### src/design/actuator_timeout_controller_unit_defines.svh
// Assertion macros for the actuator timeout controller.
`ifndef ACTUATOR_TIMEOUT_CONTROLLER_UNIT_DEFINES_SVH
`define ACTUATOR_TIMEOUT_CONTROLLER_UNIT_DEFINES_SVH

`ifndef SYNTHESIS

// Check prop at every clock edge outside reset.
`define ATC_ASSERT_ALWAYS(label, clk, rst_n, prop) \
  label: assert property (@(posedge clk) disable iff (!rst_n) (prop)) \
    else $error("atc assertion failed");

// Check that cons holds in the cycle after ante.
`define ATC_ASSERT_NEXT(label, clk, rst_n, ante, cons) \
  label: assert property (@(posedge clk) disable iff (!rst_n) (ante) |=> (cons)) \
    else $error("atc assertion failed");

`else

`define ATC_ASSERT_ALWAYS(label, clk, rst_n, prop)
`define ATC_ASSERT_NEXT(label, clk, rst_n, ante, cons)

`endif

`endif

### src/design/atc_pkg.sv
`default_nettype none

package atc_pkg;

  localparam int OPCODE_W   = 2;
  localparam int LEVEL_W    = 8;
  localparam int TICKS_W    = 8;
  localparam int PRESCALE_W = 7;
  localparam int PHASE_W    = 4;
  localparam int DRIVE_W    = 16;
  localparam int CFG_W      = 8;
  localparam int CFG_IDX_W  = 1;

  localparam int BLINK_STEPS = 10;
  localparam logic [PHASE_W-1:0] BLINK_LAST  = PHASE_W'(BLINK_STEPS - 1);
  localparam logic [PHASE_W-1:0] LED_PHASE_A = PHASE_W'(0);
  localparam logic [PHASE_W-1:0] LED_PHASE_B = PHASE_W'(2);

  localparam logic [TICKS_W-1:0]    LASER_HOLD_RESET  = TICKS_W'(200);
  localparam logic [PRESCALE_W-1:0] POLL_RELOAD_RESET = PRESCALE_W'(100);

  typedef enum logic [OPCODE_W-1:0] {
    OP_TICK     = 2'd0,
    OP_FIRE     = 2'd1,
    OP_LASER    = 2'd2,
    OP_AGITATOR = 2'd3
  } opcode_t;

  typedef enum logic [CFG_IDX_W-1:0] {
    CFG_LASER_HOLD  = 1'd0,
    CFG_POLL_RELOAD = 1'd1
  } cfg_idx_t;

  typedef struct packed {
    logic [TICKS_W-1:0]    laser_hold_ticks;
    logic [PRESCALE_W-1:0] poll_reload;
  } cfg_t;

  typedef struct packed {
    opcode_t            opcode;
    logic [LEVEL_W-1:0] pwm_level;
    logic [TICKS_W-1:0] fire_ticks;
    logic               laser_on;
    logic               arm_sense;
  } item_t;

  typedef struct packed {
    logic [PRESCALE_W-1:0] prescale_count;
    logic [PHASE_W-1:0]    blink_phase;
    logic [TICKS_W-1:0]    fire_timeout;
    logic [LEVEL_W-1:0]    fire_duty;
    logic [LEVEL_W-1:0]    agitator_duty;
    logic [TICKS_W-1:0]    laser_timeout;
    logic                  laser_state;
    logic                  armed_state;
    logic                  led_state;
  } state_t;

  typedef struct packed {
    logic               drive_enable;
    logic               laser_active;
    logic [DRIVE_W-1:0] fire_drive;
    logic [DRIVE_W-1:0] agitator_drive;
    logic               arm_led;
    logic               armed;
    logic [TICKS_W-1:0] fire_remaining;
  } result_t;

endpackage

`default_nettype wire

### src/design/atc_step.sv
`default_nettype none

module atc_step (
  input  atc_pkg::state_t  state,
  input  atc_pkg::item_t   item,
  input  atc_pkg::cfg_t    cfg,
  output atc_pkg::state_t  state_nxt,
  output atc_pkg::result_t res
);

  logic [atc_pkg::PHASE_W-1:0] phase_inc;

  assign phase_inc = (state.blink_phase == atc_pkg::BLINK_LAST) ?
                     '0 : state.blink_phase + atc_pkg::PHASE_W'(1);

  always_comb begin
    state_nxt = state;
    case (item.opcode)
      atc_pkg::OP_TICK: begin
        if (state.prescale_count == '0) begin
          state_nxt.prescale_count = cfg.poll_reload;
          state_nxt.armed_state    = item.arm_sense;
          state_nxt.blink_phase    = phase_inc;
          state_nxt.led_state      = item.arm_sense &
                                     ((phase_inc == atc_pkg::LED_PHASE_A) ||
                                      (phase_inc == atc_pkg::LED_PHASE_B));
          if (state.fire_timeout != '0) begin
            state_nxt.fire_timeout = state.fire_timeout - atc_pkg::TICKS_W'(1);
          end else begin
            state_nxt.fire_duty = '0;
          end
          if (state.laser_timeout != '0) begin
            state_nxt.laser_timeout = state.laser_timeout - atc_pkg::TICKS_W'(1);
          end else begin
            state_nxt.agitator_duty = '0;
            state_nxt.laser_state   = 1'b0;
          end
        end else begin
          state_nxt.prescale_count = state.prescale_count - atc_pkg::PRESCALE_W'(1);
        end
      end
      atc_pkg::OP_FIRE: begin
        state_nxt.fire_timeout = item.fire_ticks;
        state_nxt.fire_duty    = item.pwm_level;
      end
      atc_pkg::OP_LASER: begin
        state_nxt.laser_state   = item.laser_on;
        state_nxt.laser_timeout = cfg.laser_hold_ticks;
      end
      atc_pkg::OP_AGITATOR: begin
        state_nxt.agitator_duty = item.pwm_level;
      end
      default: begin
        state_nxt = state;
      end
    endcase
  end

  // x257 is the byte repeated in both halves
  always_comb begin
    res.drive_enable   = (state_nxt.fire_duty != '0) || (state_nxt.agitator_duty != '0);
    res.laser_active   = state_nxt.laser_state;
    res.fire_drive     = {state_nxt.fire_duty, state_nxt.fire_duty};
    res.agitator_drive = {state_nxt.agitator_duty, state_nxt.agitator_duty};
    res.arm_led        = state_nxt.led_state;
    res.armed          = state_nxt.armed_state;
    res.fire_remaining = state_nxt.fire_timeout;
  end

endmodule

`default_nettype wire

### src/design/actuator_timeout_controller_unit.sv
// Channel   Handshake             Payload
// in        in_valid / in_stall   opcode, pwm_level, fire_ticks, laser_on, arm_sense
// out       out_valid / out_stall drive_enable, laser_active, fire_drive,
//                                 agitator_drive, arm_led, armed, fire_remaining
// cfg       cfg_wr_en             cfg_index, cfg_wdata
//
// One item per cycle while out_stall is low; an accepted item passes through the input
// register, then the result register, where its result is valid and can transfer.
// Reset (synchronous, rst_n low) clears all state and loads the register defaults.
// A stalled result holds; one more item waits in the input register, then in_stall rises.
`default_nettype none
`include "actuator_timeout_controller_unit_defines.svh"

module actuator_timeout_controller_unit (
  input  wire logic                          clk,
  input  wire logic                          rst_n,
  input  wire logic                          in_valid,
  output logic                               in_stall,
  input  wire logic [atc_pkg::OPCODE_W-1:0]  in_opcode,
  input  wire logic [atc_pkg::LEVEL_W-1:0]   in_pwm_level,
  input  wire logic [atc_pkg::TICKS_W-1:0]   in_fire_ticks,
  input  wire logic                          in_laser_on,
  input  wire logic                          in_arm_sense,
  output logic                               out_valid,
  input  wire logic                          out_stall,
  output logic                               out_drive_enable,
  output logic                               out_laser_active,
  output logic [atc_pkg::DRIVE_W-1:0]        out_fire_drive,
  output logic [atc_pkg::DRIVE_W-1:0]        out_agitator_drive,
  output logic                               out_arm_led,
  output logic                               out_armed,
  output logic [atc_pkg::TICKS_W-1:0]        out_fire_remaining,
  input  wire logic                          cfg_wr_en,
  input  wire logic [atc_pkg::CFG_IDX_W-1:0] cfg_index,
  input  wire logic [atc_pkg::CFG_W-1:0]     cfg_wdata
);

  atc_pkg::cfg_t    cfg_r;
  atc_pkg::item_t   in_item_r;
  logic             in_valid_r;
  atc_pkg::state_t  state_r;
  atc_pkg::state_t  state_nxt;
  atc_pkg::result_t res_nxt;
  atc_pkg::result_t out_res_r;
  logic             out_valid_r;
  logic             advance;
  logic             in_xfer;

  assign advance  = in_valid_r & (~out_valid_r | ~out_stall);
  assign in_stall = in_valid_r & out_valid_r & out_stall;
  assign in_xfer  = in_valid & ~in_stall;

  always_ff @(posedge clk) begin
    if (!rst_n) begin
      cfg_r.laser_hold_ticks <= atc_pkg::LASER_HOLD_RESET;
      cfg_r.poll_reload      <= atc_pkg::POLL_RELOAD_RESET;
    end else if (cfg_wr_en) begin
      case (atc_pkg::cfg_idx_t'(cfg_index))
        atc_pkg::CFG_LASER_HOLD:  cfg_r.laser_hold_ticks <= cfg_wdata;
        atc_pkg::CFG_POLL_RELOAD: cfg_r.poll_reload <= cfg_wdata[atc_pkg::PRESCALE_W-1:0];
        default: begin
          cfg_r <= cfg_r;
        end
      endcase
    end
  end

  always_ff @(posedge clk) begin
    if (!rst_n) begin
      in_valid_r <= 1'b0;
    end else if (in_xfer) begin
      in_valid_r <= 1'b1;
    end else if (advance) begin
      in_valid_r <= 1'b0;
    end
  end

  always_ff @(posedge clk) begin
    if (in_xfer) begin
      in_item_r.opcode     <= atc_pkg::opcode_t'(in_opcode);
      in_item_r.pwm_level  <= in_pwm_level;
      in_item_r.fire_ticks <= in_fire_ticks;
      in_item_r.laser_on   <= in_laser_on;
      in_item_r.arm_sense  <= in_arm_sense;
    end
  end

  atc_step u_step (
    .state     (state_r),
    .item      (in_item_r),
    .cfg       (cfg_r),
    .state_nxt (state_nxt),
    .res       (res_nxt)
  );

  always_ff @(posedge clk) begin
    if (!rst_n) begin
      state_r     <= '0;
      out_valid_r <= 1'b0;
    end else if (advance) begin
      state_r     <= state_nxt;
      out_valid_r <= 1'b1;
    end else if (!out_stall) begin
      out_valid_r <= 1'b0;
    end
  end

  always_ff @(posedge clk) begin
    if (advance) begin
      out_res_r <= res_nxt;
    end
  end

  assign out_valid          = out_valid_r;
  assign out_drive_enable   = out_res_r.drive_enable;
  assign out_laser_active   = out_res_r.laser_active;
  assign out_fire_drive     = out_res_r.fire_drive;
  assign out_agitator_drive = out_res_r.agitator_drive;
  assign out_arm_led        = out_res_r.arm_led;
  assign out_armed          = out_res_r.armed;
  assign out_fire_remaining = out_res_r.fire_remaining;

  `ATC_ASSERT_ALWAYS(a_phase_range, clk, rst_n, state_r.blink_phase <= atc_pkg::BLINK_LAST)
  `ATC_ASSERT_ALWAYS(a_led_armed, clk, rst_n, !state_r.led_state || state_r.armed_state)
  `ATC_ASSERT_NEXT(a_held_item, clk, rst_n, in_valid_r && !advance, in_valid_r)
  `ATC_ASSERT_NEXT(a_result_shown, clk, rst_n, advance,
                   out_valid_r && out_fire_remaining == state_r.fire_timeout)

endmodule

`default_nettype wire

### config.mk
export PLATFORM = sky130hd
export DESIGN_NAME = actuator_timeout_controller_unit
export DESIGN_NICKNAME = d
export VERILOG_FILES = /design/src/design/atc_pkg.sv /design/src/design/atc_step.sv /design/src/design/actuator_timeout_controller_unit.sv
export VERILOG_INCLUDE_DIRS = /design/src /design/src/design
export SDC_FILE = /design/constraint.sdc
export NUM_CORES = 1
export LEC_CHECK = 0
export ABC_AREA = 1
export BUFFER_PORTS_ARGS = -buffer_cell sky130_fd_sc_hd__buf_2
export CAP_MARGIN = 15
export CORE_ASPECT_RATIO = 1.2
export CORE_MARGIN = 1
export CORE_UTILIZATION = 55
export DETAILED_ROUTE_END_ITERATION = 7
export PLACE_DENSITY = 0.72
export SYNTH_ARGS = -nofsm -noshare
export SYNTH_HDL_FRONTEND = slang
export SYNTH_HIERARCHICAL = 1
export SYNTH_SLANG_ARGS = --single-unit
export TNS_END_PERCENT = 50
### constraint.sdc
create_clock -name clk -period 10.95 [get_ports clk]
set_clock_uncertainty 0.1 [all_clocks]
set_input_delay 2.7375 -clock clk [delete_from_list [all_inputs] [get_ports clk]]
set_output_delay 2.7375 -clock clk [all_outputs]
set_load 0.02 [all_outputs]
==> results of run 1 <==
## cell families after synthesis
group / synth area share
and+or+nand+nor: 0.2371
xor gates and xnor gates: 0.008284
adders and majority gates: 0.01578
AOI/OAI and AO/OA: 0.09684
buffers and inverters: 0.1402
DFF: 0.5018
## layout by cell type, fill, tap and decap left out, types with 14 or more instances in the layout
| cell | instances |
|---|---|
| a21oi_1 | 54 |
| a22oi_1 | 14 |
| buf_2 | 79 |
| clkbuf_16 | 17 |
| dfxtp_1 | 62 |
| edfxtp_1 | 64 |
| inv_1 | 91 |
| nand2_1 | 162 |
| nand3_1 | 70 |
| nor2_1 | 92 |
| o21ai_0 | 33 |
## state kept, by name (all words and copies together) (netlist names)
register / flops
out_arm_led: 1
out_drive_enable: 1
in_item_r: 20
cfg_r: 15
out_laser_active: 1
out_fire_drive: 16
out_fire_remaining: 8
state_r: 46
out_valid: 1
out_agitator_drive: 16
out_armed: 1
in_valid_r: 1
## final timing paths
kind                                                   end  slack [ps]
worst max register to register  out_drive_enable$_DFFE_PP_        8320
worst max-delay path                              in_stall        4830
worst min register to register    state_r[19]$_SDFFE_PN0P_         390
worst min-delay path              state_r[19]$_SDFFE_PN0P_         390
## power by group through the flow
stage	clock [mW]	combinational [mW]	sequential, mW
2_1_floorplan	0	0.146	0.572
3_3_place_gp	0	0.171	0.562
3_5_place_dp	0	0.177	0.563
4_1_cts	0.590	0.179	0.554
5_1_grt	0.614	0.203	0.557
6_report	0.586	0.181	0.553
## worst min-delay path, stage by stage (launching register included)
cell and delay (ps):
dfxtp_1 320, a21oi_1 40, nor2_1 90
## synth_stat cells (6+ instances only)
cell | count | area (um2)
edfxtp_1 | 64 | 1922
inv_1 | 91 | 341.6
nand2_2 | 6 | 37.54
nand2_1 | 163 | 611.8
nand3_1 | 70 | 350.3
buf_2 | 15 | 75.07
buf_4 | 45 | 337.8
dfxtp_1 | 63 | 1261
buf_6 | 9 | 101.4
xor2_1 | 6 | 52.55
a21oi_1 | 55 | 275.3
a22oi_1 | 14 | 105.1
clkbuf_1 | 6 | 22.52
nor2_1 | 92 | 345.3
o21ai_0 | 33 | 165.2
ha_1 | 8 | 100.1
## per-layer routing
layer  GRT usage  routed length (um)  vias up
met5           0                   0        -
met4     0.09511                 309        0
met3     0.05009                 793       31
met2      0.3823                6489      180
met1      0.2659                5191     2317
li1            -                   -     2521
## through the flow
stage / util / total power [mW] / worst slack (ps) / cell area (um2)
detailed placement: 0.5774 / 0.7403 / 4834 / 6432
global route: 0.6348 / 1.374 / 4785 / 7072
CTS: 0.6330 / 1.322 / 4833 / 7052
floorplan: - / 0.7180 / 5111 / 6344
global placement: 0.5774 / 0.7325 / 4880 / 6432
finish: 0.6348 / 1.320 / 4835 / 7072
## final cells by class
type | instances | area [um2]
sequential | 127 | 3184
clock inverter | 15 | 193.9
clock buffer | 17 | 425.4
fill | 956 | 4069
timing repair buffer | 84 | 445.4
tap | 154 | 192.7
inverter | 92 | 345.3
multi-input combinational | 478 | 2285
==> impl_results.md, run 1 <==
- Net Sw Frac: 0.2610
- Largest net degree at the start of global routing: 95
- PwrDens: 186.6 nW/um2
- Gr usage total: 0.2223
- Syn nets: 816
- Worst hold start: state_r[19]$_SDFFE_PN0P_
- Total gr overflow: 0
- Main synth FF type: edfxtp_1
- Die area: 11970 um2
- CP Capture Type: output pin
- Sink Count: 127
- Yosys warnings: 6
- Share of cells above drive strength 1: 0.1661
- Syn Inst Count: 774
- Vias in the first global route: 4691
- Max Freq: 163.5 MHz
- CP Class: in -> out
- CTS tree: yes
- Status: complete, no violations
- Final #Nets: 842
- I/O pin count: 80
- R2R Path Start: in_item_r[19]$_DFFE_PP_
- Antenna Nets Post-Route: 0
- Worst hold slack: 386.5 ps
- Core ar.: 11140 um2
- Crit-path slowest cell: buf_2
- Clock network power share: 0.444
- First-pass GRT wire length: 21.00 mm
- Fin crit share: 0.5585
- Combinational cell fraction of total power: 0.137
- Startpoint types: input pin
- Avg Inst Size Synth: 8.196 um2
- Final setup TNS: 0 ps
- Sw power: 0.3445 mW
- Final wirelength: 12.78 mm
- Cell Chain, Critical Path: buf_2 -> nand3_1 -> inv_1 -> buf_2
- Site row count: 42
- CP dominant cell by count: buf_2
- CTS Buf Count: 17
- Worst EP arrival: 3280 ps
- Placed Instances: 934
- Die X: 100.0 um
- DRC errors left: 0
- Area growth syn-to-layout: 11.48%
- CTS hold repair buffers: 0
- Worst-path clk slew: 50 ps
- Seq pwr share: 0.419
- Leak: 3.147 nW
- Worst Hold Depth: 2
- Max_slew headroom: 0.3400
- CTS Root Cell: clkbuf_16
- Cell family with most CP delay: buffers and inverters
- Worst min-delay path class: reg -> reg
- Final Hold Viols: 0
- Cell Int Power: 0.9753 mW
- Vias after detailed routing: 5049
- Initial Util: 0.5694
- Critical Path RT: 8110 ps
- Clock H-tree levels: 4
- CP Max Fanout: 3
- Die height: 119.6 um
- Synthesized cell area: 6344 um2
- Placer Congestion: 0.8562
- Worst path max stage delay: 160 ps
- Worst path depth: 4
- Async set or reset register ratio after synthesis: 0
- Worst Tran Pin Value: 989.0 ps
- RSZ-0062 raised after global routing: false
- DR iter-0 viols: 294
- # diodes: 0
- # port buffers: 79
- Post-synth cell types: 28
- Crit. Startpoint: out_stall
- Initial antenna violation count: 0
- VDD IR max: 0.1324 mV
- Dpl hpwl: 7.885 mm
- Total of max-cap violations: 0
- Count of non-filler cells in the finished layout: 967
- Max Slew Vio Count: 0
- Postcts setup bufs: 0
- EDFF count, synth: 64
- Setup violators final: 0
- Drt first pass iters: 5
- FF+latch count, synth: 127
- Clock Tree Buf Depth: 2
- Post-CTS sizing: 0
- Final min period: 6115 ps
- Post-DR vias/cell: 5.221
- Avg WL per Cell: 13.22 um
- R2R cell count: 11
- Clock Latency Late Sink: 410 ps
- WP buf/inv: 3
- Seq/Total Area, Yosys: 0.5018
(Power assumes the default switching activity.)
==> run 2: changes to the inputs <==
--- a/config.mk
+++ b/config.mk
@@ -6,14 +6,14 @@
 export SDC_FILE = /design/constraint.sdc
 export NUM_CORES = 1
 export LEC_CHECK = 0
-export ABC_AREA = 1
+export ABC_AREA = 0
 export BUFFER_PORTS_ARGS = -buffer_cell sky130_fd_sc_hd__buf_2
 export CAP_MARGIN = 15
 export CORE_ASPECT_RATIO = 1.2
 export CORE_MARGIN = 1
 export CORE_UTILIZATION = 55
 export DETAILED_ROUTE_END_ITERATION = 7
-export PLACE_DENSITY = 0.72
+export PLACE_DENSITY = 0.73
 export SYNTH_ARGS = -nofsm -noshare
 export SYNTH_HDL_FRONTEND = slang
 export SYNTH_HIERARCHICAL = 1
==> constraint.sdc (replaced) <==
create_clock -name clk -period 6 [get_ports clk]
set_clock_uncertainty 0.1 [all_clocks]
set_input_delay 1.5 -clock clk [delete_from_list [all_inputs] [get_ports clk]]
set_output_delay 1.5 -clock clk [all_outputs]
set_load 0.02 [all_outputs]
==> impl_results.md, run 2 <==
- Status: complete, no violations
- First-pass GRT wire length: 18.80 mm
- Setup slack after placement: 2352 ps
- Postcts setup bufs: 0
- Biggest regs: state_r (46), in_item_r (20)
- Critical Path RT: 4400 ps
- Reg with most FFs: state_r
- FF+latch count, synth: 127
- Synth top cells by count: 96 x nand2_1, 64 x edfxtp_1, 63 x dfxtp_1, 62 x nand3_1, 59 x o21ai_0
- Placer Congestion: 0.8331
- Initial Util: 0.5650
- I/O pin count: 80
- Cell Int Power: 1.862 mW
- CTS Buf Count: 17
- Final setup TNS: 0 ps
- Post-DR vias/cell: 5.820
- Startpoint types: input pin
- Avg WL per Cell: 15.64 um
- CP Max Fanout: 3
- Antenna Nets Post-Route: 0
- CTS tree: yes
- Seq/Total Area, Yosys: 0.5357
- Worst path max stage delay: 240 ps
- Drt first pass iters: 5
- CP dominant cell by count: buf_2
- Max Slew Vio Count: 0
- Total of max-cap violations: 0
- Final min period: 3657 ps
- Clock Latency Late Sink: 410 ps
- Core ar.: 10520 um2
- Synth top area cells: edfxtp_1 32%, dfxtp_1 21%, nand2_1 6.1%
- Leak: 2.535 nW
- Total gr overflow: 0
- Most frequent cells in the layout: 96 x nand2_1, 79 x buf_2, 64 x edfxtp_1, 63 x dfxtp_1, 62 x nand3_1
- Vias in the first global route: 3905
- Cell with the most instances after synthesis: nand2_1
- Main synth FF type: edfxtp_1
- Final #Nets: 652
- Die area: 11230 um2
- Post-synth cell types: 54
- Gr usage total: 0.2139
- Cell Chain, Critical Path: buf_2 -> and3_1 -> buf_2
- Max Freq: 273.5 MHz
- CP Capture Type: output pin
- Most common cell after layout, fill and taps aside: nand2_1
- CTS hold repair buffers: 0
- Share of cells above drive strength 1: 0.2215
- # port buffers: 79
- Syn nets: 626
- Die X: 96.89 um
- Seq pwr share: 0.407
- Worst Tran Pin Value: 1001 ps
- Max FFs per register: 46
- Worst-path clk slew: 50 ps
- Avg Inst Size Synth: 10.17 um2
- Clock Tree Buf Depth: 2
- Area growth syn-to-layout: 12.30%
- PwrDens: 360.6 nW/um2
- WP buf/inv: 2
- Worst min-delay path class: reg -> reg
- Clock network power share: 0.495
- CP Class: in -> out
- Setup violators final: 0
- Combinational cell fraction of total power: 0.098
- Synthesized cell area: 5942 um2
- Final Hold Viols: 0
- Largest net degree at the start of global routing: 68
- Largest area contributor in the netlist: edfxtp_1
- Sink Count: 127
- Yosys warnings: 6
- Cell family with most CP delay: buffers and inverters
- Initial antenna violation count: 0
- Site row count: 41
- Synth top area share: 0.3234
- Worst EP arrival: 2060 ps
- Final WS setup: 2343 ps
- Clock H-tree levels: 4
- Sw power: 0.5443 mW
- Async set or reset register ratio after synthesis: 0
- DR iter-0 viols: 282
- Die height: 115.9 um
- Fin crit share: 0.6094
- EDFF count, synth: 64
- Worst hold slack: 357.6 ps
- RSZ-0062 raised after global routing: false
- VDD IR max: 0.1872 mV
- CTS Root Cell: clkbuf_16
- DRC errors left: 0
- Post-CTS sizing: 0
- Syn Inst Count: 584
- # diodes: 0
- Final wirelength: 11.76 mm
- Max_slew headroom: 0.3329
- Dpl hpwl: 7.514 mm
- Crit-path slowest cell: and3_1
- Vias after detailed routing: 4377
- Net Sw Frac: 0.2262
## run 2: cell count changes in the layout (fill, tap and decap cells not counted), sizes merged, moves of 9 or more
cell / previous run / this run
nor2: 99 / 15
inv: 93 / 11
nand2: 172 / 97
a21oi: 55 / 12
o21ai: 36 / 62
a22o: 0 / 20
a21boi: 1 / 10
a22oi: 14 / 5
## run 2: final cells by class
class / count / area (um2)
well taps: 129 / 161.4
clock buffers: 18 / 429.2
inverters: 10 / 37.54
multi-input cells: 369 / 2138
flip-flops and latches: 127 / 3183
clock inverters: 14 / 262.8
repair buffers: 85 / 460.4
fillers: 817 / 3844
## run 2: routing by layer
layer,track usage,wire (um)
met5,0,0
met2,0.3746,5986
met1,0.2487,5035
met4,0.09055,239
met3,0.05850,500
## run 2: per-stage QoR
step | instance area [um2] | total power [mW] | instances | util
4_1_cts | 6645 | 2.417 | 751 | 0.6319
6_report | 6673 | 2.406 | 752 | 0.6345
3_3_place_gp | 5953 | 1.218 | 719 | 0.5661
2_1_floorplan | 5942 | 1.194 | 584 | -
5_1_grt | 6673 | 2.486 | 752 | 0.6345
3_5_place_dp | 5953 | 1.225 | 719 | 0.5661
## run 2: worst paths after layout
path | start | endpoint | slack (ps) | cells after the start
worst max-delay path | out_stall | in_stall | 2340 | 3
worst min-delay path | state_r[1]$_SDFFE_PN0P_ | state_r[1]$_SDFFE_PN0P_ | 360 | 2
worst max register to register | state_r[39]$_SDFFE_PN0P_ | state_r[15]$_SDFFE_PN0P_ | 2650 | 9
worst min register to register | state_r[1]$_SDFFE_PN0P_ | state_r[1]$_SDFFE_PN0P_ | 360 | 2
## run 2: worst register-to-register path, stage by stage, from the launching register on
cell and delay [ps]:
dfxtp_1 350, inv_1 150, ha_1 220, nor4b_1 480
nand2_2 350, o41ai_4 680, nand2b_1 350, a22o_1 310
nand3_1 70, o21ai_0 140
## run 2: power by group through the flow
stage / Clock (mW) / Combinational [mW] / Sequential [mW]
2_1_floorplan: 0 / 0.183 / 1.01
3_3_place_gp: 0 / 0.223 / 0.995
3_5_place_dp: 0 / 0.229 / 0.997
4_1_cts: 1.21 / 0.231 / 0.979
5_1_grt: 1.25 / 0.256 / 0.983
6_report: 1.19 / 0.236 / 0.979
## run 2: cell families after synthesis
group                      after synthesis  share of synthesized area
and+or+nand+nor                        214                     0.1693
buffers and inverters                   88                     0.1049
xor gates and xnor gates                 6                   0.008844
muxes                                    3                   0.005685
AOI/OAI and AO/OA                      138                     0.1588
DFF                                    127                     0.5357
adders and majority gates                8                    0.01685
